<file path="config.mk">
export PLATFORM = sky130hd
export DESIGN_NAME = fdd_accum
export DESIGN_NICKNAME = d
export VERILOG_FILES = /design/src/hw/rtl/fdd_pkg.sv /design/src/hw/rtl/fdd_accum.sv
export SDC_FILE = /design/constraint.sdc
export NUM_CORES = 1
export LEC_CHECK = 0
export BUFFER_PORTS_ARGS = -buffer_cell sky130_fd_sc_hd__buf_2
export CAP_MARGIN = 20
export CORE_ASPECT_RATIO = 1.2
export CORE_MARGIN = 8
export CORE_UTILIZATION = 50
export CTS_CLUSTER_DIAMETER = 100
export DETAILED_ROUTE_END_ITERATION = 7
export HOLD_SLACK_MARGIN = 0.1
export PLACE_DENSITY_LB_ADDON = 0.3
export SLEW_MARGIN = 5
export SYNTH_ARGS = -nofsm -noshare
export SYNTH_HDL_FRONTEND = slang
export SYNTH_SLANG_ARGS = --single-unit
</file>
<file path="constraint.sdc">
create_clock -name clk -period 5.84 [get_ports clk]
set_input_delay 1.752 -clock clk [delete_from_list [all_inputs] [get_ports clk]]
set_output_delay 1.752 -clock clk [all_outputs]
set_load 0.1 [all_outputs]
</file>
<file path="src/hw/rtl/fdd_pkg.sv">
// Shared constants and types for the frame duplicate detector.
// No dependencies; every other file imports this package.
package fdd_pkg;

  // Signature capacity and derived widths
  localparam int MAX_CELLS = 1024;
  localparam int IDX_W     = (MAX_CELLS > 1) ? $clog2(MAX_CELLS) : 1;
  localparam int CNT_W     = $clog2(MAX_CELLS + 1);

  // Fixed field widths
  localparam int PIX_W     = 8;
  localparam int SUM_W     = 18;
  localparam int AVG_W     = 12;
  localparam int LIM_W     = AVG_W + CNT_W;
  localparam int CMP_W     = (SUM_W + 4 > LIM_W) ? SUM_W + 4 : LIM_W;
  localparam int CFG_IDX_W = 2;
  localparam int CFG_DAT_W = 12;
  localparam int OUT_CNT_W = 11;

  localparam logic [SUM_W-1:0] SUM_MAX = '1;

  // Gray weights, 16-bit fixed point, summing to 65536
  localparam logic [15:0] W_RED   = 16'd19595;
  localparam logic [15:0] W_GREEN = 16'd38470;
  localparam logic [15:0] W_BLUE  = 16'd7471;

  // Configuration register indexes
  localparam logic [CFG_IDX_W-1:0] REG_AVG_LIMIT = CFG_IDX_W'(0);
  localparam logic [CFG_IDX_W-1:0] REG_MAX_LIMIT = CFG_IDX_W'(1);

  // One pixel request after the front stage
  typedef struct packed {
    logic [PIX_W-1:0] gray;
    logic [IDX_W-1:0] idx;
    logic             cmp_en;   // compare against stored signature
    logic             wr_en;    // store gray into signature
    logic             last;
    logic             comp;     // frame comparable so far
    logic [CNT_W-1:0] count;
    logic             ovf;
    logic [LIM_W-1:0] limit;    // avg_limit_x16 * count
  } item_t;

  // Forwarding bypass from the write side to the next read
  typedef struct packed {
    logic             hit;
    logic [PIX_W-1:0] gray;
  } fwd_t;

endpackage

</file>
<file path="src/hw/rtl/fdd_accum.sv">
// Difference accumulation, frame decision and output register.
// Depends on fdd_pkg; takes requests from fdd_front and data from fdd_sig_ram.
module fdd_accum (
  input  logic                      clk,
  input  logic                      rst,
  input  logic                      advance,
  input  logic                      s1_valid,
  input  fdd_pkg::item_t            s1,
  input  fdd_pkg::fwd_t             fwd,
  input  logic [fdd_pkg::PIX_W-1:0] rdata,
  input  logic [7:0]                max_limit,
  output logic                      wr_en,
  output logic                      out_valid,
  output logic                      is_duplicate,
  output logic                      comparable,
  output logic [7:0]                peak_difference,
  output logic [17:0]               difference_total,
  output logic [10:0]               cell_total,
  output logic                      overflowed
);
  import fdd_pkg::*;

  logic [SUM_W-1:0] running_sum;
  logic [PIX_W-1:0] running_peak;

  logic [PIX_W-1:0] old_gray;
  logic [PIX_W-1:0] diff;
  logic [SUM_W:0]   sum_wide;
  logic [SUM_W-1:0] sum_next;
  logic [PIX_W-1:0] peak_next;

  logic             s2_valid;
  logic             s2_comp;
  logic [SUM_W-1:0] s2_sum;
  logic [PIX_W-1:0] s2_peak;
  logic [CNT_W-1:0] s2_count;
  logic             s2_ovf;
  logic [LIM_W-1:0] s2_limit;
  logic             dup;

  assign wr_en = advance && s1_valid && s1.wr_en;

  // Compare cell against stored signature
  always_comb begin
    old_gray  = fwd.hit ? fwd.gray : rdata;
    diff      = (old_gray > s1.gray) ? old_gray - s1.gray : s1.gray - old_gray;
    sum_wide  = (SUM_W + 1)'(running_sum) + (SUM_W + 1)'(diff);
    sum_next  = running_sum;
    peak_next = running_peak;
    if (s1.cmp_en) begin
      sum_next  = sum_wide[SUM_W] ? SUM_MAX : sum_wide[SUM_W-1:0];
      peak_next = (diff > running_peak) ? diff : running_peak;
    end
  end

  // Hold accumulators; drop them at frame end
  always_ff @(posedge clk) begin
    if (rst) begin
      running_sum  <= '0;
      running_peak <= '0;
    end else if (advance && s1_valid) begin
      if (s1.last) begin
        running_sum  <= '0;
        running_peak <= '0;
      end else begin
        running_sum  <= sum_next;
        running_peak <= peak_next;
      end
    end
  end

  // Frame totals stage
  always_ff @(posedge clk) begin
    if (rst) begin
      s2_valid <= 1'b0;
    end else if (advance) begin
      s2_valid <= s1_valid && s1.last;
    end
  end

  always_ff @(posedge clk) begin
    if (advance) begin
      s2_comp  <= s1.comp;
      s2_sum   <= s1.comp ? sum_next : '0;
      s2_peak  <= s1.comp ? peak_next : '0;
      s2_count <= s1.count;
      s2_ovf   <= s1.ovf;
      s2_limit <= s1.limit;
    end
  end

  // Duplicate decision
  assign dup = s2_comp && (s2_sum != SUM_MAX)
               && (CMP_W'({s2_sum, 4'b0000}) <= CMP_W'(s2_limit))
               && (s2_peak <= max_limit);

  // Output register
  always_ff @(posedge clk) begin
    if (rst) begin
      out_valid <= 1'b0;
    end else if (advance) begin
      out_valid <= s2_valid;
    end
  end

  always_ff @(posedge clk) begin
    if (advance) begin
      is_duplicate     <= dup;
      comparable       <= s2_comp;
      peak_difference  <= s2_peak;
      difference_total <= s2_sum;
      cell_total       <= OUT_CNT_W'(s2_count);
      overflowed       <= s2_ovf;
    end
  end

endmodule

</file>
* Word level (Yosys, flattened, before mapping)
Cells that the tools add are included. Widths: inputs -> output; s select.
Word-level totals: bits in registers 130, input port bits 86, output and inout port bits 42, logic and storage cells 38
Cells by class: add/subtract/negate cells 3, order comparisons 4, equality and inequality tests 1, multiplexer cells 8, reduce and logical (&&, ||, !) cells 6
Operators by type and width (number):
- $mux 18 | 3
- $mux 8 | 5
- $le 22x23->1 | 1
- $add 18x8->19 | 1
- $ne 18x18->1 const B | 1
- $gt 8x8->1 | 2
- $sub 8x8->8 | 2
- $le 8x8->1 | 1
- $logic_and 1x1->1 | 6

* Depth between registers and ports, before layout
depth in word-level cells 7, gate-level depth with buffers 21, mapped depth without buffers 19

* Worst setup path before layout
OpenSTA, ideal clock, no wires.
path kind input-to-reg, start point in fwd[8] in the netlist's numbering, end point reg s2_sum[14] (data pin), setup time 0.255 ns, arrival time 6.023 ns, required time 5.585 ns, setup slack -0.438 ns, cell stages on the path 19, buffers on the path 2, cell sequence clkbuf_1 > mux2i_1 > inv_1 > fa_1 > a21o_1 > a221oi_2 > a221oi_4 > a211oi_1 > a21oi_1 > xnor2_1 > inv_1 > ha_1 > a21oi_1 > inv_1 > o311a_1 > and3_1 > buf_2 > a21o_1 > and3_1
On the way: longest elaborated chain between the ends 6, elaborated cells on any way between the ends 8, those cells by class add/sub: 3; order compare: 1; mux: 4
RTL lines:
- start, declared | line fdd_accum.sv:9 | input fdd_pkg::fwd_t fwd,
- $mux 8 * | line fdd_accum.sv:45 | old_gray = fwd.hit ? fwd.gray : rdata;
- $sub 8x8->8 or $gt 8x8->1 (tied branches) | line fdd_accum.sv:46 | diff = (old_gray > s1.gray) ? old_gray - s1.gray : s1.gray - old_gray;
- $mux 8 * | line fdd_accum.sv:46
- $add 18x8->19 * | line fdd_accum.sv:47 | sum_wide = (SUM_W + 1)'(running_sum) + (SUM_W + 1)'(diff);
- $mux 18 * | line fdd_accum.sv:51 | sum_next = sum_wide[SUM_W] ? SUM_MAX : sum_wide[SUM_W-1:0];
- $mux 18 * | line fdd_accum.sv:50 | if (s1.cmp_en) begin
- end signal, assigned | line fdd_accum.sv:84 | s2_sum <= s1.comp ? sum_next : '0;
- end, declared | line fdd_accum.sv:34 | logic [SUM_W-1:0] s2_sum;
Mark *: on every way between the ends. The rest lies on a longest branch, timed or not. A chain may end at the register's enable or synchronous reset.

* Final worst setup path
start point in fwd[8] in the netlist's numbering, end point reg s2_sum[12] (data pin)
Same word-level chain as after synthesis.

==> impl_metrics.env <==
export IMPL_gr_total_overflow=0
export IMPL_maxSlewHeadroom=0.4078
export IMPL_pwr_share_comb=0.243
export IMPL_die_area_mm2=0.01731
export IMPL_ff2ff_setup_slack_ns=3.20
export IMPL_hold_buffers=0
export IMPL_syn_inst=583
export IMPL_vias=5289
export IMPL_rsz0062_at_grt="false"
export IMPL_ys_types=63
export IMPL_ioPinCount=128
export IMPL_hp_class="reg2reg"
export IMPL_fp_row_count=46
export IMPL_arrival_ns=5.74
export IMPL_seqCellArea_mm2=0.003623
export IMPL_start_kind="input port"
export IMPL_p_int_uw=2074
export IMPL_syn_avg_cell_area_um2=11.44
export IMPL_antenna_left=0
export IMPL_pwr_share_clk=0.382
export IMPL_drc=0
export IMPL_portBuffers=117
export IMPL_clock_sinks=130
export IMPL_hold_viol_final=0
export IMPL_post_cts_setup_buffers=0
export IMPL_hold_start="s2_count[8]"
export IMPL_area_growth_pct=28.47
export IMPL_required_ns=5.96
export IMPL_status="finished clean"
export IMPL_netlist_area_mm2=0.006671
export IMPL_p_per_area_mw_per_mm2=344.4
export IMPL_worstHoldPathCells=0
export IMPL_gr_max_usage_layer="met2"
export IMPL_drv_slew=0
export IMPL_diodes=0
export IMPL_wl_per_cell_um=17.35
export IMPL_hpwlAfterDp_mm=12.31
export IMPL_drive_above_1_share=0.3012
export IMPL_critPathCaptureType="register"
export IMPL_clock_root_buffer="clkbuf_16"
export IMPL_grt_pass1_wl_mm=26.52
export IMPL_gr_usage_met3=0.04287
export IMPL_grt_max_degree=75
export IMPL_async_reset_ff_frac=0
export IMPL_synth_top_area_frac=0.4591
export IMPL_drt_iter0_markers=361
export IMPL_p_switching_uw=877.9
export IMPL_numCtsBuffers=17
export IMPL_fin_crit_ns=5.613
export IMPL_fin_skew_ns=0.008017
export IMPL_met1_usage=0.2097
export IMPL_postPlaceCellArea_mm2=0.007900
export IMPL_seq_power_share=0.374
export IMPL_htreeDepth=4
export IMPL_multi_input_area_mm2=0.002805
export IMPL_finalCritPeriodShare=0.9611
export IMPL_cap_violations=0
export IMPL_design_power_total_uw=2952
export IMPL_clk_latency_ns=0.41
export IMPL_synth_edff_count=102
export IMPL_die_h_um=142.5
export IMPL_tightest_slew_ns=0.8884
export IMPL_place_congestion=0.8695
export IMPL_nets=910
export IMPL_worst_r2r_path_depth=11
export IMPL_syn_num_nets=729
export IMPL_fmax_ghz=0.1782
export IMPL_detail_route_vias_per_cell=5.597
export IMPL_peakVddDrop_mv=0.2532
export IMPL_grt_antenna_before_repair=1
export IMPL_cts_tree="built"
export IMPL_seq_area_frac_synth=0.5431
export IMPL_regToRegStartpoint="running_sum[0]"
export IMPL_switching_share=0.2974
export IMPL_ys_ff_latch=130
export IMPL_grt_usage=0.1926
export IMPL_setup_viol=0
export IMPL_ys_flop_type="edfxtp_1"
export IMPL_first_pass_iters=5
export IMPL_start_util=0.5084
export IMPL_synth_area_leaders="edfxtp_1 (46%), ha_1 (11%), dfxtp_1 (8.4%)"
export IMPL_dieWidth_um=121.4
export IMPL_min_to="cell_total[8]"
export IMPL_stdcell_area_mm2=0.008571
export IMPL_fill_cells=998
export IMPL_rr_endpoint="s2_sum[12]"
export IMPL_grt_util_met2=0.3471
export IMPL_wl_mm=16.40
export IMPL_leakagePower_uw=0.003785
export IMPL_path_clk_slew_ns=0.06
export IMPL_grt_pass1_vias=5606
export IMPL_core_area_mm2=0.01312
export IMPL_yosysWarnings=0
export IMPL_final_util=0.6531
export IMPL_max_clock_path_buffers=2
export IMPL_cp_max_fo=8
export IMPL_crit_type="in2reg"
export IMPL_synth_top_area_cell="edfxtp_1"
[power groups by stage]
stage                     clock network, uW  registers (uW)  logic [uW]
final                                  1130            1100         719
after global routing                   1180            1110         783
after CTS                              1140            1100         712
after detailed placement                  0            1120         704
after global placement                    0            1120         678
after floorplan                           0            1260         319
[Yosys cell counts, types with 6 or more instances]
master / n
ha_1: 57
mux2i_1: 15
xnor2_1: 7
a31oi_1: 10
nand4_1: 13
inv_1: 63
nand3_1: 8
nor2_1: 32
edfxtp_1: 102
nand2_1: 24
a21o_1: 17
o21ai_0: 38
nor3_1: 15
a21oi_1: 45
dfxtp_1: 28
clkbuf_1: 10
a211oi_1: 8
and3_1: 6
[through the flow]
| step | TNS [ns] | setup slack (ns) | cells | hold WS, ns |
|---|---|---|---|---|
| after floorplan | 0 | 0.01013 | 583 | 0.4003 |
| after global placement | -2.380 | -0.2434 | 913 | 0.4037 |
| after detailed placement | -8.647 | -0.4364 | 913 | 0.4061 |
| after CTS | 0 | 0.04568 | 945 | 0.4172 |
| after global routing | 0 | 0.007563 | 945 | 0.4253 |
| final | 0 | 0.2273 | 945 | 0.4230 |
[critical path, stage by stage]
cell	delay, ns
buf_6	0.14
mux2i_4	0.24
ha_2	0.21
inv_1	0.05
fa_1	0.38
a21o_1	0.24
a221oi_4	0.33
a221oi_4	0.15
a211oi_1	0.23
a21oi_1	0.08
xnor2_1	0.24
inv_2	0.11
ha_4	0.25
a21oi_4	0.15
inv_1	0.06
o311a_1	0.39
and3_2	0.30
buf_4	0.15
a31oi_1	0.17
nor3_1	0.08
[logic make-up after synthesis]
kind of cell    Yosys count  share of synthesized area
buf+inv                  79                    0.04726
simple gates            129                    0.09865
xor+xnor                 10                    0.01425
compound gates          158                     0.1549
fa+ha+maj                60                     0.1159
mux                      17                    0.02588
flops                   130                     0.5431
[placed cells by master (no fill, tap or decap), types with 10 or more instances in the layout]
master	Yosys	layout
buf_2	4	115
edfxtp_1	102	102
inv_1	63	62
buf_4	0	61
ha_1	57	55
a21oi_1	45	44
o21ai_0	38	38
nor2_1	32	32
dfxtp_1	28	28
nand2_1	24	24
a21o_1	17	17
clkbuf_16	0	17
nor3_1	15	15
nand4_1	13	13
mux2i_1	15	12
a31oi_1	10	10
[worst max path at each step]
stage / to / cells past startpoint / start / slack (ns)
3_5_place_dp: s2_sum[16] / 20 / fwd[8] / -0.44
4_1_cts: s2_sum[12] / 20 / fwd[8] / 0.05
5_1_grt: running_peak[1] / 22 / fwd[8] / 0.008
3_3_place_gp: s2_sum[16] / 18 / fwd[8] / -0.24
6_report: s2_sum[12] / 20 / fwd[8] / 0.23
2_1_floorplan: s2_sum[14] / 20 / fwd[8] / 0.01
[layout make-up]
class                           instances  share of cell area
Tap cell                              168             0.02453
Sequential cell                       130              0.4228
Clock inverter                         14             0.02350
Inverter                               63             0.02759
Clock buffer                           18             0.05007
Multi-Input combinational cell        374              0.3273
Timing Repair Buffer                  178              0.1242
[what timing repair did]
item | 4_1_cts | 5_1_grt
setup endpoints to repair | 1 | 39
resized for setup | 1 | 10
gates cloned | 0 | 0
pin swaps | 0 | 3
[state kept, by name (all words and copies together), names as in the netlist, 8 cells and up]
signal and flops:
running_sum 18, peak_difference 8, running_peak 8, s2_limit 23, s2_peak 8, cell_total 11
s2_sum 18, difference_total 18, s2_count 11
[routing by layer]
metal	share of wire	vias to the layer above
met5	0.00079	-
met4	0.028	2
met3	0.064	40
met2	0.51	197
met1	0.40	2524
li1	-	2526
No activity file was read; power rests on OpenSTA's default activity.
