--- src/hw/rtl/fdd_pkg.sv ---
// Shared constants and types for the frame duplicate detector.
// No dependencies; every other file imports this package.
package fdd_pkg;

  // Signature capacity and derived widths
  localparam int MAX_CELLS = 1024;
  localparam int IDX_W     = (MAX_CELLS > 1) ? $clog2(MAX_CELLS) : 1;
  localparam int CNT_W     = $clog2(MAX_CELLS + 1);

  // Fixed field widths
  localparam int PIX_W     = 8;
  localparam int SUM_W     = 18;
  localparam int AVG_W     = 12;
  localparam int LIM_W     = AVG_W + CNT_W;
  localparam int CMP_W     = (SUM_W + 4 > LIM_W) ? SUM_W + 4 : LIM_W;
  localparam int CFG_IDX_W = 2;
  localparam int CFG_DAT_W = 12;
  localparam int OUT_CNT_W = 11;

  localparam logic [SUM_W-1:0] SUM_MAX = '1;

  // Gray weights, 16-bit fixed point, summing to 65536
  localparam logic [15:0] W_RED   = 16'd19595;
  localparam logic [15:0] W_GREEN = 16'd38470;
  localparam logic [15:0] W_BLUE  = 16'd7471;

  // Configuration register indexes
  localparam logic [CFG_IDX_W-1:0] REG_AVG_LIMIT = CFG_IDX_W'(0);
  localparam logic [CFG_IDX_W-1:0] REG_MAX_LIMIT = CFG_IDX_W'(1);

  // One pixel request after the front stage
  typedef struct packed {
    logic [PIX_W-1:0] gray;
    logic [IDX_W-1:0] idx;
    logic             cmp_en;   // compare against stored signature
    logic             wr_en;    // store gray into signature
    logic             last;
    logic             comp;     // frame comparable so far
    logic [CNT_W-1:0] count;
    logic             ovf;
    logic [LIM_W-1:0] limit;    // avg_limit_x16 * count
  } item_t;

  // Forwarding bypass from the write side to the next read
  typedef struct packed {
    logic             hit;
    logic [PIX_W-1:0] gray;
  } fwd_t;

endpackage

--- src/hw/rtl/fdd_front.sv ---
// Front stage: gray conversion, cell indexing, frame bookkeeping, read issue.
// Depends on fdd_pkg; feeds fdd_accum and fdd_sig_ram.
module fdd_front (
  input  logic                      clk,
  input  logic                      rst,
  input  logic                      advance,
  input  logic                      in_valid,
  input  logic [7:0]                red,
  input  logic [7:0]                green,
  input  logic [7:0]                blue,
  input  logic                      frame_last,
  input  logic [fdd_pkg::AVG_W-1:0] avg_limit_x16,
  output logic                      s1_valid,
  output fdd_pkg::item_t            s1,
  output fdd_pkg::fwd_t             fwd,
  output logic [fdd_pkg::IDX_W-1:0] rd_addr
);
  import fdd_pkg::*;

  logic [CNT_W-1:0] cell_index;
  logic [CNT_W-1:0] prior_count;
  logic             overflow_seen;

  logic             accept;
  logic             in_room;
  logic [CNT_W-1:0] count_next;
  logic             ovf_next;
  logic [23:0]      gray_acc;
  item_t            item_next;

  assign accept  = in_valid && advance;
  assign in_room = cell_index < CNT_W'(MAX_CELLS);

  // Build the request for this pixel
  always_comb begin
    gray_acc   = 24'(W_RED * 24'(red)) + 24'(W_GREEN * 24'(green))
               + 24'(W_BLUE * 24'(blue));
    count_next = in_room ? cell_index + CNT_W'(1) : cell_index;
    ovf_next   = overflow_seen | ~in_room;
    item_next.gray   = gray_acc[23:16];
    item_next.idx    = cell_index[IDX_W-1:0];
    item_next.wr_en  = in_room;
    item_next.cmp_en = in_room && (cell_index < prior_count);
    item_next.last   = frame_last;
    item_next.comp   = !ovf_next && (prior_count != '0) && (prior_count == count_next);
    item_next.count  = count_next;
    item_next.ovf    = ovf_next;
    item_next.limit  = LIM_W'(avg_limit_x16 * LIM_W'(count_next));
  end

  // Reread the held request's cell while stalled
  assign rd_addr = advance ? cell_index[IDX_W-1:0] : s1.idx;

  // Frame bookkeeping
  always_ff @(posedge clk) begin
    if (rst) begin
      cell_index    <= '0;
      prior_count   <= '0;
      overflow_seen <= 1'b0;
    end else if (accept) begin
      if (frame_last) begin
        cell_index    <= '0;
        overflow_seen <= 1'b0;
        prior_count   <= ovf_next ? '0 : count_next;
      end else begin
        cell_index    <= count_next;
        overflow_seen <= ovf_next;
      end
    end
  end

  // Advance stage 1 and flag a read that misses the write in flight
  always_ff @(posedge clk) begin
    if (rst) begin
      s1_valid <= 1'b0;
      fwd.hit  <= 1'b0;
    end else if (advance) begin
      s1_valid <= accept;
      fwd.hit  <= accept && s1_valid && s1.wr_en && item_next.cmp_en
                  && (s1.idx == item_next.idx);
      fwd.gray <= s1.gray;
    end else begin
      fwd.hit  <= 1'b0;
    end
  end

  always_ff @(posedge clk) begin
    if (advance) begin
      s1 <= item_next;
    end
  end

endmodule

--- config.mk ---
export PLATFORM = sky130hd
export DESIGN_NAME = fdd_front
export DESIGN_NICKNAME = d
export VERILOG_FILES = /design/src/hw/rtl/fdd_pkg.sv /design/src/hw/rtl/fdd_front.sv
export SDC_FILE = /design/constraint.sdc
export NUM_CORES = 1
export LEC_CHECK = 0
export ABC_AREA = 0
export BUFFER_PORTS_ARGS = -buffer_cell sky130_fd_sc_hd__buf_2
export CAP_MARGIN = 20
export CORE_ASPECT_RATIO = 0.6
export CORE_MARGIN = 1.5
export CORE_UTILIZATION = 58
export DETAILED_ROUTE_END_ITERATION = 10
export PLACE_DENSITY = 0.76
export SLEW_MARGIN = 20
export SYNTH_ARGS = -nofsm -noshare
export SYNTH_HDL_FRONTEND = slang
export SYNTH_SLANG_ARGS = --single-unit
--- constraint.sdc ---
create_clock -name clk -period 9.4 [get_ports clk]
set_clock_uncertainty 0.05 [all_clocks]
set_input_delay 0.47 -clock clk [delete_from_list [all_inputs] [get_ports clk]]
set_output_delay 0.47 -clock clk [all_outputs]
set_load 0.02 [all_outputs]
== Word-level counts from Yosys, hierarchy flattened ==
Cells that the tools add are included.
Storage, ports and cells
  bits in read-only memories: 0
  input bits: 41
  memories: 0
  output and inout port bits: 77
  register bits after elaboration: 90
  bits in latches: 0
  memory bits (writable): 0
  word-level logic and storage cells: 48
Cells by class
  order comparisons: 2
  bitwise logic cells: 4
  multiply operators: 4
  reduce and logical (&&, ||, !) cells: 13
  divide/modulo/power cells: 0
  equality and inequality tests: 2
  mux-type cells: 5
  add/subtract/negate cells: 3
  shifts and indexed selects: 0
Operator list (count)
  $mul 15x8->23 const A: 2
  $mux 11: 3
  $add 23x24->24: 1
  $add 24x21->24: 1
  $mul 12x11->23: 1
  $mul 13x8->21 const A: 1
  $add 11x1->11 const B: 1
  $eq 11x11->1: 1
  $lt 11x11->1: 1
  $lt 11x11->1 const B: 1
  $reduce_bool 11->1: 1
  $eq 10x10->1: 1
  $mux 10: 1
  $logic_and 1x1->1: 8
  $reduce_and 2->1: 2
  $not 1->1: 3
  $reduce_or 2->1: 1
  $logic_not 1->1: 1
  $mux 1: 1
  $or 1x1->1: 1

== Longest topological paths before layout ==
  word-level depth: 6
  depth in mapped cells: 29
  gate-level depth less buffers: 29

== Least setup slack after synthesis ==
No wires, ideal clock.
  path type: input-to-reg
  start point: input green[5]
  end point: register s1[55] (netlist bit), data pin
  data arrival time: 6.977 ns
  path buffers: 0
  library setup time: 0.262 ns
  data required time: 9.088 ns
  setup slack: 2.110 ns
  stages: 28
  path through: ha_1 inv_1 fa_1 fa_1 inv_1 ha_1 and3b_1 o21a_1 o21ai_0 a21oi_1 o21ai_0 nor2b_1 xnor2_1 fa_1 fa_1 inv_1 fa_1 fa_1 inv_1 ha_1 and4_1 and3b_1 a211o_1 a21oi_1 o21ai_0 a41oi_1 a21oi_1 xor2_1
On the way
  longest elaborated chain between the ends: 3
RTL lines
  start: declaration: line fdd_front.sv:9  | input logic [7:0] green,
  $mul 15x8->23: line fdd_front.sv:36  | gray_acc = 24'(W_RED * 24'(red)) + 24'(W_GREEN * 24'(green))
  $add 23x24->24: line fdd_front.sv:36
  $add 24x21->24: line fdd_front.sv:37  | + 24'(W_BLUE * 24'(blue));
  named net gray_acc[22]: line fdd_front.sv:28  | logic [23:0] gray_acc;
  end signal: assignment: line fdd_front.sv:89  | s1 <= item_next;
  end: declaration: line fdd_front.sv:14  | output fdd_pkg::item_t s1,
The timed path passes the listed nets, and every way through them passes these cells.
A chain may end at the register's enable or synchronous reset.

== Worst setup path after layout ==
  start point: input green[6]
  end point: register s1[55] (netlist bit), data pin
Same word-level chain as after synthesis.

==> impl.org <==
** Run status
- Status :: complete, no violations

** CTS
- Number of cells upsized or downsized after cts :: 0
- CTS built an H-tree with a depth of 3.
- The clock drives 90 sinks.
- Clock tree from TritonCTS :: yes
- Post-CTS timing repair inserted 0 buffers for setup.
- After clock tree synthesis, the clock-pin slew on the worst setup and hold paths is 70 ps.
- At the later pin of the worst-skew pair, clock insertion delay measures 360 ps.
- Number of buffers on the longest clock path :: 2
- Library cell used as clock root buffer :: sky130_fd_sc_hd__clkbuf_16
- Clock tree synthesis inserted a total of 9 buffers.
- Hold repair after CTS inserted 0 buffers.

** Global route
- The first global-routing pass estimated 54,700 um of wire.
- Congestion Overflow GR :: 0
- In the global route stage, overall resource usage came out at 28.9%.
- Entering global routing, the biggest net connects 56 pins.
- Number of antenna violations at the first check in global routing :: 1
- Number of global-route vias before repair :: 10,100

** Placement
- Gpl congestion :: 0.941
- Detailed placer's ending HPWL :: 27,900 um
- The count of buffers added on input and output ports is 117.
- Placed instance area :: 0.0149 mm^2

** Logic synthesis
- Dominant register cell in the synthesized netlist :: sky130_fd_sc_hd__edfxtp_1
- #FFs+latches synth :: 90
- Area of the mapped netlist :: 0.0140 mm^2
- Each instance of the synthesized netlist takes up on average 9.95 um^2.
- Register area share after synthesis :: 17.6%
- Fraction of post-synthesis cell area in the top cell type by area :: 29.7%
- Mapped Nets :: 1,879
- The synthesized design spends more area on one cell type than any other, namely sky130_fd_sc_hd__fa_1.
- Number of enable flip-flop cells after synthesis :: 65
- Post-synthesis cell count :: 1,403
- Ranked by total cell area, the synthesized netlist is headed by sky130_fd_sc_hd__fa_1 30%, sky130_fd_sc_hd__ha_1 20%, sky130_fd_sc_hd__edfxtp_1 14%, sky130_fd_sc_hd__inv_1 9.0%, sky130_fd_sc_hd__dfxtp_1 3.6%.
- The netlist uses 58 different library cells.
- Share of flip-flops with an asynchronous set or reset :: 0%
- Yosys printed 0 warnings.

** Finish
- Final design area excluding fillers :: 0.0152 mm^2
- Of the cells placed in the final design, the portion with a size suffix greater than 1 is 11.0%.
- Multi-input logic area :: 0.0101 mm^2
- Area growth syn-to-layout :: 8.74%
- Footprint of the flip-flops and latches :: 0.00245 mm^2
- Final Net Count :: 1,979
- Fill cells in the final layout number 1,869.

** Power and ir drop
- For this design the ratio of total power to cell area is 259 mW/mm^2.
- VDD sags by at most 0.413 mV.
- Summed over all cells, the static leakage comes to 7.85 nW.

** Timing
- The final critical path takes up 83.7% of the cycle.
- Setup total negative slack on the finished layout was measured at 0 ps.
- The final count of pins violating max slew was 0.
- For the pin with the worst max-slew slack, the measured transition is 1040 ps.
- Based on the critical path, the design can be clocked at up to 127 MHz.
- The worst pin sits at a relative slew slack of 30.9%.
- Setup repair after global routing left no endpoint under its margin.
- Setup violations remaining at the end of the flow were counted as 0.
- Min Clock Period, post-route :: 7870 ps
- The final count of hold timing violations came to 0.

** Detailed routing
- For this block, the routed nets add up to 33,300 um of wire.
- Dividing the detail-routed via count by the number of cells gives 5.42.
- Antenna-violating nets left :: 0
- Detailed-route via count :: 9,889
- For this run, design rule violations remaining after detail routing come to 0.
- The pre-antenna-repair detailed-routing pass consisted of 6 iterations.
- Average wire length per cell after detail routing :: 18.3 um
- The detailed router finished its first iteration with 858 violations.

** Floorplanning
- Count of standard-cell rows :: 43
- Die Footprint :: 0.0250 mm^2
- During I/O placement, the number of pins put on the boundary was 118.
- In this run the standard cell core region covers 0.0233 mm^2.
- Die height :: 123 um
- Die width :: 203 um
- The initial utilization of the core area, before any placement, comes to 59.8%.

** Worst setup path
- For the worst setup path, the data required time is 9460 ps.
- Slack of the worst reg-to-reg path :: 2030 ps
- The worst register-to-register path ends at s1[22].
- Max stage delay cell, worst path :: sky130_fd_sc_hd__fa_1
- Data arrival time of the critical path :: 7930 ps
- Reg-to-reg startpoint :: cell_index[0]
- Counting stages on the worst path, the most repeated cell is sky130_fd_sc_hd__fa_1.
- Nature of the critical path endpoint :: flop
- In this run the worst path has a maximum fanout of 7.
- Delay of the slowest cell on the worst path :: 520 ps
- Number of cells on the worst reg-to-reg path :: 24
- Critical path launch point type :: input port
- Critical path class :: in -> reg

** Min path
- The worst hold path terminates at s1[36].
- Counting instances, the worst hold path has a depth of 1.
- Worst hold start :: frame_last
- The min-delay analysis places its worst path in the category in -> reg.

** Flow run
- Across the run, the number of max-cap violations was 0.
## cell usage after synthesis, drive strengths merged, types with 4 or more instances
cell type,n
nor2,37
dfxtp,25
or2,8
clkbuf,31
o21ai,32
edfxtp,65
nor4,6
nor2b,8
and2,58
ha,228
buf,4
mux2,10
nand2,110
or3,8
fa,207
a21oi,34
and3,8
a31oi,5
inv,333
a21o,15
a22o,6
nand2b,7
xor2,16
o21a,9
a22oi,8
nand4,7
a2111oi,5
xnor2,49
nand3,18
nor3,14
## per-stage QoR
| step | setup slack (ps) | util (%) | total power [W] | cells | hold WS [ps] |
|---|---|---|---|---|---|
| 3_5_place_dp | 1250 | 63.6 | 0.00345 | 1807 | 398 |
| 4_1_cts | 1620 | 65.0 | 0.00388 | 1823 | 350 |
| 6_report | 1530 | 65.0 | 0.00393 | 1824 | 376 |
| 5_1_grt | 1120 | 65.0 | 0.00434 | 1823 | 360 |
| 2_1_floorplan | 2110 | - | 0.00267 | 1403 | 375 |
| 3_3_place_gp | 1430 | 63.6 | 0.00336 | 1807 | 383 |
## how the worst max path moves through the flow
stage | from | endpoint | slack, ps | cells past startpoint
final | green[6] | s1[55] | 1530 | 29
after detailed placement | green[5] | s1[55] | 1250 | 29
after global routing | green[5] | s1[54] | 1120 | 29
after CTS | green[6] | s1[55] | 1620 | 29
after floorplan | green[5] | s1[55] | 2110 | 28
after global placement | green[6] | s1[55] | 1430 | 29
## cells by family (layout without fill, tap and decap cells)
family | after synthesis | in the layout | share of synthesized area [%]
adders and majority gates | 435 | 435 | 50.1
buffers and inverters | 368 | 473 | 9.93
and+or+nand+nor | 299 | 299 | 10.6
AOI/OAI and AO/OA | 135 | 135 | 6.64
DFF | 90 | 90 | 17.6
xor gates and xnor gates | 65 | 65 | 4.19
muxes | 11 | 11 | 0.879
other | 0 | 1 | 0
## placed cells by master, fill, tap and decap left out, types with 3 or more instances in the layout
cell and n:
sky130_fd_sc_hd__inv_1 333, sky130_fd_sc_hd__ha_1 228, sky130_fd_sc_hd__fa_1 207, sky130_fd_sc_hd__buf_2 116, sky130_fd_sc_hd__nand2_1 110, sky130_fd_sc_hd__edfxtp_1 65
sky130_fd_sc_hd__and2_1 57, sky130_fd_sc_hd__xnor2_1 48, sky130_fd_sc_hd__nor2_1 37, sky130_fd_sc_hd__a21oi_1 33, sky130_fd_sc_hd__o21ai_0 32, sky130_fd_sc_hd__dfxtp_1 25
sky130_fd_sc_hd__nand3_1 18, sky130_fd_sc_hd__xor2_1 15, sky130_fd_sc_hd__a21o_1 15, sky130_fd_sc_hd__nor3_1 14, sky130_fd_sc_hd__mux2_2 10, sky130_fd_sc_hd__o21a_1 9
sky130_fd_sc_hd__clkbuf_16 9, sky130_fd_sc_hd__nor2b_1 8, sky130_fd_sc_hd__or2_2 8, sky130_fd_sc_hd__or3_1 8, sky130_fd_sc_hd__and3_1 8, sky130_fd_sc_hd__a22oi_1 8
sky130_fd_sc_hd__buf_4 8, sky130_fd_sc_hd__nand2b_1 7, sky130_fd_sc_hd__nand4_1 7, sky130_fd_sc_hd__nor4_1 6, sky130_fd_sc_hd__a22o_1 6, sky130_fd_sc_hd__a2111oi_0 5
sky130_fd_sc_hd__a31oi_1 5, sky130_fd_sc_hd__inv_6 3
## per-layer routing
| metal | global-route usage, % | vias to the layer above | share of wire, % |
|---|---|---|---|
| met5 | 0 | - | 0 |
| met3 | 9.04 | 20 | 11 |
| li1 | - | 4651 | - |
| met4 | 4.21 | 0 | 0.69 |
| met1 | 45.5 | 4824 | 50 |
| met2 | 39.1 | 394 | 39 |
## flip-flops by register name, indices dropped and copies added (netlist names)
name,flops
s1_valid,1
overflow_seen,1
prior_count,11
s1,57
cell_index,11
fwd,9
## worst max-delay path, delay by kind of cell
family	cells	cell delay [ps]
compound gates	9	2070
xor+xnor	2	320
fa+ha+maj	9	3840
buf+inv	5	350
simple gates	4	880
## power by group
group          switching [W]  internal (W)
registers          0.0000213      0.000567
clock network       0.000181      0.000214
logic                0.00171       0.00123
total                0.00192       0.00201
## area by class of cell
cell class / instances / area share [%]
repair buffers: 124 / 4.22
inverters: 333 / 8.24
well taps: 315 / 2.60
diodes: 1 / 0.0165
multi-input cells: 945 / 66.7
clock buffers: 9 / 1.48
flip-flops and latches: 90 / 16.2
clock inverters: 7 / 0.610
No activity file was read; power rests on OpenSTA's default activity.
